==> config.mk <==
export PLATFORM = sky130hd
export DESIGN_NAME = sha256_stream_hash_top
export DESIGN_NICKNAME = d
export VERILOG_FILES = /design/src/hdl/shash_pkg.sv /design/src/hdl/shash_ram.sv /design/src/hdl/sha256_stream_hash_top.sv
export SDC_FILE = /design/constraint.sdc
export NUM_CORES = 2
export LEC_CHECK = 0
export ABC_AREA = 1
export BUFFER_PORTS_ARGS = -buffer_cell sky130_fd_sc_hd__clkbuf_2
export CORE_MARGIN = 10
export CORE_UTILIZATION = 45
export CTS_CLUSTER_DIAMETER = 80
export DETAILED_ROUTE_END_ITERATION = 16
export PLACE_DENSITY = 0.62
export SETUP_SLACK_MARGIN = 0.5
export SYNTH_ARGS = -nofsm -noshare
export SYNTH_HDL_FRONTEND = slang
export SYNTH_SLANG_ARGS = --single-unit
==> constraint.sdc <==
create_clock -name clk -period 25.1 [get_ports clk]
set_input_delay 2.51 -clock clk [delete_from_list [all_inputs] [get_ports clk]]
set_output_delay 2.51 -clock clk [all_outputs]
set_load 0.02 [all_outputs]
==> src/hdl/shash_pkg.sv <==
`timescale 1ns / 1ps

package shash_pkg;

    // Geometry of one block and of the chaining state
    localparam int BLOCK_WORDS = 16;
    localparam int HASH_WORDS  = 8;
    localparam int ROUNDS      = 64;

    // Input item: one message byte or a finish request
    typedef struct packed {
        logic       mode;
        logic [7:0] data_byte;
    } msg_item_t;

    // Result item: one digest word
    typedef struct packed {
        logic [31:0] digest_word;
        logic [2:0]  word_index;
        logic        last_word;
    } digest_item_t;

    // Input modes
    localparam logic MODE_ABSORB = 1'b0;
    localparam logic MODE_FINISH = 1'b1;

    // Padding marker byte
    localparam logic [7:0] PAD_MARK = 8'h80;

    // Controller states
    typedef enum logic [2:0] {
        ST_IDLE,
        ST_PAD,
        ST_LOAD,
        ST_ROUND,
        ST_UPDATE,
        ST_OUT_READ,
        ST_OUT_LOAD
    } state_t;

    localparam logic [31:0] HASH_INIT [0:HASH_WORDS-1] = '{
        32'h6A09E667, 32'hBB67AE85, 32'h3C6EF372, 32'hA54FF53A,
        32'h510E527F, 32'h9B05688C, 32'h1F83D9AB, 32'h5BE0CD19
    };

    localparam logic [31:0] ROUND_K [0:ROUNDS-1] = '{
        32'h428a2f98, 32'h71374491, 32'hb5c0fbcf, 32'he9b5dba5,
        32'h3956c25b, 32'h59f111f1, 32'h923f82a4, 32'hab1c5ed5,
        32'hd807aa98, 32'h12835b01, 32'h243185be, 32'h550c7dc3,
        32'h72be5d74, 32'h80deb1fe, 32'h9bdc06a7, 32'hc19bf174,
        32'he49b69c1, 32'hefbe4786, 32'h0fc19dc6, 32'h240ca1cc,
        32'h2de92c6f, 32'h4a7484aa, 32'h5cb0a9dc, 32'h76f988da,
        32'h983e5152, 32'ha831c66d, 32'hb00327c8, 32'hbf597fc7,
        32'hc6e00bf3, 32'hd5a79147, 32'h06ca6351, 32'h14292967,
        32'h27b70a85, 32'h2e1b2138, 32'h4d2c6dfc, 32'h53380d13,
        32'h650a7354, 32'h766a0abb, 32'h81c2c92e, 32'h92722c85,
        32'ha2bfe8a1, 32'ha81a664b, 32'hc24b8b70, 32'hc76c51a3,
        32'hd192e819, 32'hd6990624, 32'hf40e3585, 32'h106aa070,
        32'h19a4c116, 32'h1e376c08, 32'h2748774c, 32'h34b0bcb5,
        32'h391c0cb3, 32'h4ed8aa4a, 32'h5b9cca4f, 32'h682e6ff3,
        32'h748f82ee, 32'h78a5636f, 32'h84c87814, 32'h8cc70208,
        32'h90befffa, 32'ha4506ceb, 32'hbef9a3f7, 32'hc67178f2
    };

    function automatic logic [31:0] rotr(input logic [31:0] v, input int n);
        rotr = (v >> n) | (v << (32 - n));
    endfunction

    function automatic logic [31:0] big_sigma0(input logic [31:0] v);
        big_sigma0 = rotr(v, 2) ^ rotr(v, 13) ^ rotr(v, 22);
    endfunction

    function automatic logic [31:0] big_sigma1(input logic [31:0] v);
        big_sigma1 = rotr(v, 6) ^ rotr(v, 11) ^ rotr(v, 25);
    endfunction

    function automatic logic [31:0] small_sigma0(input logic [31:0] v);
        small_sigma0 = rotr(v, 7) ^ rotr(v, 18) ^ (v >> 3);
    endfunction

    function automatic logic [31:0] small_sigma1(input logic [31:0] v);
        small_sigma1 = rotr(v, 17) ^ rotr(v, 19) ^ (v >> 10);
    endfunction

    function automatic logic [31:0] choose(input logic [31:0] e, input logic [31:0] f,
                                           input logic [31:0] g);
        choose = (e & f) ^ (~e & g);
    endfunction

    function automatic logic [31:0] majority(input logic [31:0] a, input logic [31:0] b,
                                             input logic [31:0] c);
        majority = (a & b) ^ (a & c) ^ (b & c);
    endfunction

endpackage

==> src/hdl/shash_ram.sv <==
`timescale 1ns / 1ps

module shash_ram #(
    parameter int WIDTH = 32,
    parameter int DEPTH = 16
) (
    input  logic                     clk,
    input  logic                     wr_en,
    input  logic [$clog2(DEPTH)-1:0] wr_addr,
    input  logic [WIDTH-1:0]         wr_data,
    input  logic [$clog2(DEPTH)-1:0] rd_addr,
    output logic [WIDTH-1:0]         rd_data
);

    logic [WIDTH-1:0] mem [DEPTH];

    // Write port and registered read port
    always_ff @(posedge clk)
    begin
        if (wr_en)
        begin
            mem[wr_addr] <= wr_data;
        end
        rd_data <= mem[rd_addr];
    end

endmodule

==> src/hdl/sha256_stream_hash_top.sv <==
`timescale 1ns / 1ps
// Channel   Direction  Handshake              Payload
// msg       in         msg_valid / msg_stall  msg_item_t: mode, data_byte
// dig       out        dig_valid / dig_stall  digest_item_t: digest_word, word_index, last_word
//
// An absorb byte is accepted whenever the controller is idle; the byte that completes a block
// starts a compression (loading the block and hash memories, 64 rounds, writing back the
// hash memory), during which msg_stall is high.
// A finish writes the padding words, runs one or two compressions, then reads the hash
// memory out through ST_OUT_READ and ST_OUT_LOAD for each digest word while dig_stall is low.
// msg_stall is high whenever the controller is not idle; reset needs no clearing pass.
// The digest leaves through an output register, so bytes of the next message are taken
// while the last digest word still waits.

module sha256_stream_hash_top
    import shash_pkg::*;
(
    input  logic         clk,
    input  logic         rst_n,
    input  logic         msg_valid,
    output logic         msg_stall,
    input  msg_item_t    msg,
    output logic         dig_valid,
    input  logic         dig_stall,
    output digest_item_t dig
);

    localparam int BA = $clog2(BLOCK_WORDS);
    localparam int HA = $clog2(HASH_WORDS);

    // Control state
    state_t            state_reg, state_next;
    logic [5:0]        fill_reg, fill_next;
    logic [63:0]       bits_reg, bits_next;
    logic [4:0]        cnt_reg, cnt_next;
    logic [5:0]        round_reg, round_next;
    logic [BA-1:0]     pad_idx_reg, pad_idx_next;
    logic              first_reg, first_next;
    logic              spill_reg, spill_next;
    logic              finishing_reg, finishing_next;
    logic [HA-1:0]     out_idx_reg, out_idx_next;
    logic [HASH_WORDS-1:0] hvalid_reg, hvalid_next;
    logic              dig_valid_reg, dig_valid_next;

    // Payload state
    logic [23:0]       part_reg, part_next;
    logic [31:0]       win_reg [BLOCK_WORDS];
    logic [31:0]       win_next [BLOCK_WORDS];
    logic [31:0]       work_reg [HASH_WORDS];
    logic [31:0]       work_next [HASH_WORDS];
    logic [HA-1:0]     hraddr_d_reg;
    digest_item_t      dig_reg, dig_next;

    // Memory ports
    logic              blk_we;
    logic [BA-1:0]     blk_waddr;
    logic [31:0]       blk_wdata;
    logic [BA-1:0]     blk_raddr;
    logic [31:0]       blk_rdata;
    logic              hash_we;
    logic [HA-1:0]     hash_waddr;
    logic [31:0]       hash_wdata;
    logic [HA-1:0]     hash_raddr;
    logic [31:0]       hash_rdata;
    logic [31:0]       hash_q;

    logic              msg_xfer;
    logic              dig_xfer;
    logic [31:0]       pad_word;
    logic [31:0]       t1;
    logic [31:0]       t2;
    logic [31:0]       w_new;

    shash_ram #(
        .WIDTH (32),
        .DEPTH (BLOCK_WORDS)
    ) u_block_ram (
        .clk     (clk),
        .wr_en   (blk_we),
        .wr_addr (blk_waddr),
        .wr_data (blk_wdata),
        .rd_addr (blk_raddr),
        .rd_data (blk_rdata)
    );

    shash_ram #(
        .WIDTH (32),
        .DEPTH (HASH_WORDS)
    ) u_hash_ram (
        .clk     (clk),
        .wr_en   (hash_we),
        .wr_addr (hash_waddr),
        .wr_data (hash_wdata),
        .rd_addr (hash_raddr),
        .rd_data (hash_rdata)
    );

    assign msg_stall = (state_reg != ST_IDLE);
    assign msg_xfer  = msg_valid && !msg_stall;
    assign dig_valid = dig_valid_reg;
    assign dig       = dig_reg;
    assign dig_xfer  = dig_valid_reg && !dig_stall;

    // Substitute the initial value for a hash word not yet written
    assign hash_q = hvalid_reg[hraddr_d_reg] ? hash_rdata : HASH_INIT[hraddr_d_reg];

    // Build the first padding word from the buffered bytes and the marker
    always_comb
    begin
        unique case (fill_reg[1:0])
            2'd0: pad_word = {PAD_MARK, 24'h0};
            2'd1: pad_word = {part_reg[7:0], PAD_MARK, 16'h0};
            2'd2: pad_word = {part_reg[15:0], PAD_MARK, 8'h0};
            2'd3: pad_word = {part_reg[23:0], PAD_MARK};
        endcase
    end

    // Round datapath and message schedule
    assign t1 = work_reg[7] + big_sigma1(work_reg[4])
              + choose(work_reg[4], work_reg[5], work_reg[6])
              + ROUND_K[round_reg] + win_reg[0];
    assign t2 = big_sigma0(work_reg[0]) + majority(work_reg[0], work_reg[1], work_reg[2]);
    assign w_new = small_sigma1(win_reg[14]) + win_reg[9]
                 + small_sigma0(win_reg[1]) + win_reg[0];

    // Next state, memory accesses and register updates
    always_comb
    begin
        state_next     = state_reg;
        fill_next      = fill_reg;
        bits_next      = bits_reg;
        cnt_next       = cnt_reg;
        round_next     = round_reg;
        pad_idx_next   = pad_idx_reg;
        first_next     = first_reg;
        spill_next     = spill_reg;
        finishing_next = finishing_reg;
        out_idx_next   = out_idx_reg;
        hvalid_next    = hvalid_reg;
        dig_valid_next = dig_xfer ? 1'b0 : dig_valid_reg;
        part_next      = part_reg;
        win_next       = win_reg;
        work_next      = work_reg;
        dig_next       = dig_reg;

        blk_we     = 1'b0;
        blk_waddr  = fill_reg[5:2];
        blk_wdata  = {part_reg, msg.data_byte};
        blk_raddr  = cnt_reg[BA-1:0];
        hash_we    = 1'b0;
        hash_waddr = hraddr_d_reg;
        hash_wdata = hash_q + work_reg[hraddr_d_reg];
        hash_raddr = cnt_reg[HA-1:0];

        unique case (state_reg)
            ST_IDLE:
            begin
                if (msg_xfer && msg.mode == MODE_ABSORB)
                begin
                    // Pack bytes big-endian; store every fourth
                    part_next = {part_reg[15:0], msg.data_byte};
                    blk_we    = (fill_reg[1:0] == 2'd3);
                    fill_next = fill_reg + 6'd1;
                    if (fill_reg == 6'd63)
                    begin
                        finishing_next = 1'b0;
                        cnt_next       = '0;
                        state_next     = ST_LOAD;
                    end
                end
                else if (msg_xfer)
                begin
                    // Latch total length and plan the padding
                    bits_next      = bits_reg + {55'h0, fill_reg, 3'h0};
                    spill_next     = (fill_reg[5:3] == 3'b111);
                    first_next     = 1'b1;
                    pad_idx_next   = fill_reg[5:2];
                    finishing_next = 1'b1;
                    state_next     = ST_PAD;
                end
            end

            ST_PAD:
            begin
                // Write one padding word per cycle
                blk_we    = 1'b1;
                blk_waddr = pad_idx_reg;
                if (first_reg)
                begin
                    blk_wdata = pad_word;
                end
                else if (!spill_reg && pad_idx_reg == BA'(BLOCK_WORDS - 2))
                begin
                    blk_wdata = bits_reg[63:32];
                end
                else if (!spill_reg && pad_idx_reg == BA'(BLOCK_WORDS - 1))
                begin
                    blk_wdata = bits_reg[31:0];
                end
                else
                begin
                    blk_wdata = '0;
                end
                first_next   = 1'b0;
                pad_idx_next = pad_idx_reg + BA'(1);
                if (pad_idx_reg == BA'(BLOCK_WORDS - 1))
                begin
                    cnt_next   = '0;
                    state_next = ST_LOAD;
                end
            end

            ST_LOAD:
            begin
                // Stream block words into the window, hash words into the working set
                if (cnt_reg != '0)
                begin
                    for (int i = 0; i < BLOCK_WORDS - 1; i++)
                    begin
                        win_next[i] = win_reg[i+1];
                    end
                    win_next[BLOCK_WORDS-1] = blk_rdata;
                    if (cnt_reg <= 5'(HASH_WORDS))
                    begin
                        work_next[hraddr_d_reg] = hash_q;
                    end
                end
                cnt_next = cnt_reg + 5'd1;
                if (cnt_reg == 5'(BLOCK_WORDS))
                begin
                    round_next = '0;
                    state_next = ST_ROUND;
                end
            end

            ST_ROUND:
            begin
                // One compression round; advance the schedule window
                work_next[0] = t1 + t2;
                work_next[1] = work_reg[0];
                work_next[2] = work_reg[1];
                work_next[3] = work_reg[2];
                work_next[4] = work_reg[3] + t1;
                work_next[5] = work_reg[4];
                work_next[6] = work_reg[5];
                work_next[7] = work_reg[6];
                for (int i = 0; i < BLOCK_WORDS - 1; i++)
                begin
                    win_next[i] = win_reg[i+1];
                end
                win_next[BLOCK_WORDS-1] = w_new;
                round_next = round_reg + 6'd1;
                if (round_reg == 6'(ROUNDS - 1))
                begin
                    cnt_next   = '0;
                    state_next = ST_UPDATE;
                end
            end

            ST_UPDATE:
            begin
                // Read, add and write back each hash word
                if (cnt_reg != '0)
                begin
                    hash_we                   = 1'b1;
                    hvalid_next[hraddr_d_reg] = 1'b1;
                end
                cnt_next = cnt_reg + 5'd1;
                if (cnt_reg == 5'(HASH_WORDS))
                begin
                    if (!finishing_reg)
                    begin
                        bits_next  = bits_reg + 64'd512;
                        state_next = ST_IDLE;
                    end
                    else if (spill_reg)
                    begin
                        spill_next   = 1'b0;
                        pad_idx_next = '0;
                        state_next   = ST_PAD;
                    end
                    else
                    begin
                        out_idx_next = '0;
                        state_next   = ST_OUT_READ;
                    end
                end
            end

            ST_OUT_READ:
            begin
                // Fetch the next digest word once the output register frees up
                hash_raddr = out_idx_reg;
                if (!dig_valid_reg || !dig_stall)
                begin
                    state_next = ST_OUT_LOAD;
                end
            end

            ST_OUT_LOAD:
            begin
                dig_next.digest_word = hash_q;
                dig_next.word_index  = out_idx_reg;
                dig_next.last_word   = (out_idx_reg == HA'(HASH_WORDS - 1));
                dig_valid_next       = 1'b1;
                out_idx_next         = out_idx_reg + HA'(1);
                if (out_idx_reg == HA'(HASH_WORDS - 1))
                begin
                    // Drop the message and return to the initial hash
                    hvalid_next    = '0;
                    fill_next      = '0;
                    bits_next      = '0;
                    finishing_next = 1'b0;
                    state_next     = ST_IDLE;
                end
                else
                begin
                    state_next = ST_OUT_READ;
                end
            end

            default:
            begin
                state_next = ST_IDLE;
            end
        endcase
    end

    // Control registers
    always_ff @(posedge clk or negedge rst_n)
    begin
        if (!rst_n)
        begin
            state_reg     <= ST_IDLE;
            fill_reg      <= '0;
            bits_reg      <= '0;
            cnt_reg       <= '0;
            round_reg     <= '0;
            pad_idx_reg   <= '0;
            first_reg     <= 1'b0;
            spill_reg     <= 1'b0;
            finishing_reg <= 1'b0;
            out_idx_reg   <= '0;
            hvalid_reg    <= '0;
            dig_valid_reg <= 1'b0;
        end
        else
        begin
            state_reg     <= state_next;
            fill_reg      <= fill_next;
            bits_reg      <= bits_next;
            cnt_reg       <= cnt_next;
            round_reg     <= round_next;
            pad_idx_reg   <= pad_idx_next;
            first_reg     <= first_next;
            spill_reg     <= spill_next;
            finishing_reg <= finishing_next;
            out_idx_reg   <= out_idx_next;
            hvalid_reg    <= hvalid_next;
            dig_valid_reg <= dig_valid_next;
        end
    end

    // Payload registers
    always_ff @(posedge clk)
    begin
        part_reg     <= part_next;
        win_reg      <= win_next;
        work_reg     <= work_next;
        hraddr_d_reg <= hash_raddr;
        dig_reg      <= dig_next;
    end

    // A finish transfer starts the padding pass
    a_finish_pads: assert property (@(posedge clk) disable iff (!rst_n)
        msg_xfer && msg.mode == MODE_FINISH |=> state_reg == ST_PAD)
        else $error("finish did not start padding");

    // The output register is free whenever a digest word is loaded
    a_out_free: assert property (@(posedge clk) disable iff (!rst_n)
        state_reg == ST_OUT_LOAD |-> !dig_valid_reg)
        else $error("digest word overwrote a pending word");

    // The last word flag marks word seven only
    a_last_word: assert property (@(posedge clk) disable iff (!rst_n)
        dig_valid |-> dig.last_word == (dig.word_index == HA'(HASH_WORDS - 1)))
        else $error("last_word does not match word_index");

    // After the final digest word the message state is back at its start
    a_restart: assert property (@(posedge clk) disable iff (!rst_n)
        state_reg == ST_OUT_LOAD && out_idx_reg == HA'(HASH_WORDS - 1)
        |=> hvalid_reg == '0 && fill_reg == '0 && bits_reg == '0)
        else $error("message state not cleared after digest");

    // Rounds run without a break until the last one
    a_rounds: assert property (@(posedge clk) disable iff (!rst_n)
        state_reg == ST_ROUND && round_reg != 6'(ROUNDS - 1) |=> state_reg == ST_ROUND)
        else $error("compression rounds interrupted");

endmodule
==> metrics <==
final WL 302000 microns; Vias 65.4k; clk_lat worst skew 0.87 ns; status finished clean; Via density 5.90; max_slew headroom 0.114; fin. max-slew vios 0; GPL Wtd Cong 1.00; WHS Endpoint win_reg[136]; R2R Setup Slk 16.59 ns; top post-synthesis cells by area edfxtp_1 54%, o21ai_0 5.1%, nand2_1 4.3%; worst reg2reg path endpoint work_reg[251]; final setup fails 0; Yosys top cell area share 0.543; worst hold path depth 0; Synth async-reset ratio 0.0567; vias in the first global route 61.7k; Worst Path Required 25.66 ns; dpl ws 16.75 ns; die area 214000 sq um; core area 195000 sq um; GRT overflow 0; max-capacitance violation count 0; FF/Latch Area 51800 sq um; Starting Density 0.452; first-pass GRT wire length 434000 microns; RSZ-0062 raised after global routing false; Synth Instances 8320; Post-DP HPWL 209000 microns; Worst Reg2Reg Path Length in Cells 34; CP Capture Type flop; Port Buf Inserts 50; Final Critical Period 8.51 ns; gr busiest metal met2; number of remaining DRC errors 0; H-tree depth 4; number of synthesized flops with an enable pin 1596; area taken by multi-input logic gates 31700 sq um; CP max FO 14; final hold vios 0; Tcrit/Tclk final 0.339; Synth Cell Area 88200 sq um; Clk Tree Root Cell clkbuf_16; Netlist cell types 74; die width 463 microns; crit path DAT 9.07 ns; Startpoint Class flop; Slowest cell on crit path dfrtp_1; main combinational cell family by area after synthesis compound AO/OA/AOI/OAI gates; Hold Buf Count CTS 0; #FFs+latches synth 1763; GR Layer Usage met2 0.399; Die Span Y 463 microns; Synth warnings 0; Syn Area/Cell 10.6 sq um; row count 162; area leader, netlist edfxtp_1; share of layout cells above drive strength 1 0.0711; post-synthesis mux area share 0; Final Skew 0.0663 ns; Setup TNS 0 ns; Synth Area in Simple Gates 0.113; largest net degree at the start of global routing 182; Final ANT Viol Nets 0; Inserted Clock Buffers 186; CTS tree built; sequential fraction of the synthesis area 0.587; Crit Path Category flop to flop; Synth Area in Compound Gates 0.136; Fmax 0.118 GHz; clock-pin slew on the worst setup and hold paths 0.06 ns; clk buf depth 3; ys flop type edfxtp_1; Synth-to-Final Area Change 10.9%; number of I/O pins 51; Worst Hold Class flop to flop; net count after synthesis 8720; Final nets 8691; Post-CTS Setup Inserts 0; # clock sinks 1763; Worst-Margin Slew 1.32 ns; WL per Instance 27.3 microns; Adder-Cell Fraction of Synth Area 0.0712; CP max stage delay 0.73 ns; min setup slack post-route 16.59 ns; Pre-antenna DRT Iters 8; met1 Resource Use GR 0.394; XOR/XNOR Fraction of Synth Area 0.0342; most frequent CP cell inv_1; initial antenna violation count 14; Post-synth top cells 1596 x edfxtp_1, 1018 x nand2_1, 917 x inv_1, 900 x o21ai_0, 878 x nor2_1; Hold Crit Start win_reg[104]; worst r2r src round_reg[1]; met3 Use GR 0.0523; fillers 17.6k; drt initial violations 8451; # resized after CTS 0; most frequent cell after synthesis edfxtp_1; GR Util All Layers 0.272
worst max path at each step:
stage            startpoint             to  slack (ns)  depth (start not counted)
2_1_floorplan    cnt_reg[0]    work_reg[0]        8.58                         12
3_3_place_gp   round_reg[1]  work_reg[250]       16.79                         31
3_5_place_dp   round_reg[1]  work_reg[250]       16.75                         31
4_1_cts        round_reg[1]  work_reg[250]       16.75                         31
5_1_grt        round_reg[1]  work_reg[250]       16.06                         31
6_report       round_reg[1]  work_reg[251]       16.59                         34
metal layers:
layer,part of all wire,wire length [microns],vias to the layer above
li1,-,-,29132
met1,0.43,130000,32171
met5,0.00034,104,-
met4,0.047,14100,16
met3,0.092,27800,593
met2,0.43,130000,3480
cells by family after synthesis:
kind of cell | Yosys count
AO/OA/AOI/OAI | 2079
flip-flops | 1763
AND/OR/NAND/NOR | 2413
XOR/XNOR | 344
buffers and inverters | 1332
adder cells (fa/ha/maj) | 389
worst max-delay path: cells and delay by family, from the launching register on:
kind / cells / cell delay, ns
DFF: 1 / 0.73
and+or+nand+nor: 9 / 1.43
adders and majority gates: 6 / 2.36
buffers and inverters: 8 / 0.96
xor gates and xnor gates: 1 / 0.49
AOI/OAI and AO/OA: 10 / 2.23
final cells by class:
cell class                      instances  share of cell area
Antenna cell                            4            0.000102
Clock buffer                          247              0.0516
Clock inverter                        103              0.0127
Inverter                              946              0.0367
Multi-Input combinational cell       5225               0.324
Sequential cell                      1763               0.530
Tap cell                             2624              0.0336
Timing Repair Buffer                  169              0.0120
stage by stage:
step / instances / util / hold slack [ns] / instance area, sq um
after floorplan: 8320 / - / 0.400 / 88200
after CTS: 11077 / 0.501 / 0.375 / 97800
after global placement: 10727 / 0.469 / 0.400 / 91500
after detailed placement: 10727 / 0.469 / 0.405 / 91500
after global routing: 11078 / 0.501 / 0.394 / 97800
final: 11081 / 0.501 / 0.383 / 97800
layout by cell type (no fill, tap or decap), drive strengths merged, types with 69 or more instances in the layout:
master,netlist,layout
edfxtp,1596,1596
ha,198,198
nor2,891,891
fa,189,189
a31oi,69,69
nor3,87,87
a21oi,430,430
clkinv,4,78
clkbuf,312,296
xnor2,175,175
o21ai,946,946
o221ai,109,109
nand2,1030,1030
dfrtp,100,100
buf,74,120
xor2,169,169
o22ai,278,278
nand3,289,289
inv,942,951
Power is not shown: default switching activity piles up to over one toggle a cycle in this logic, so the estimate is an artifact.
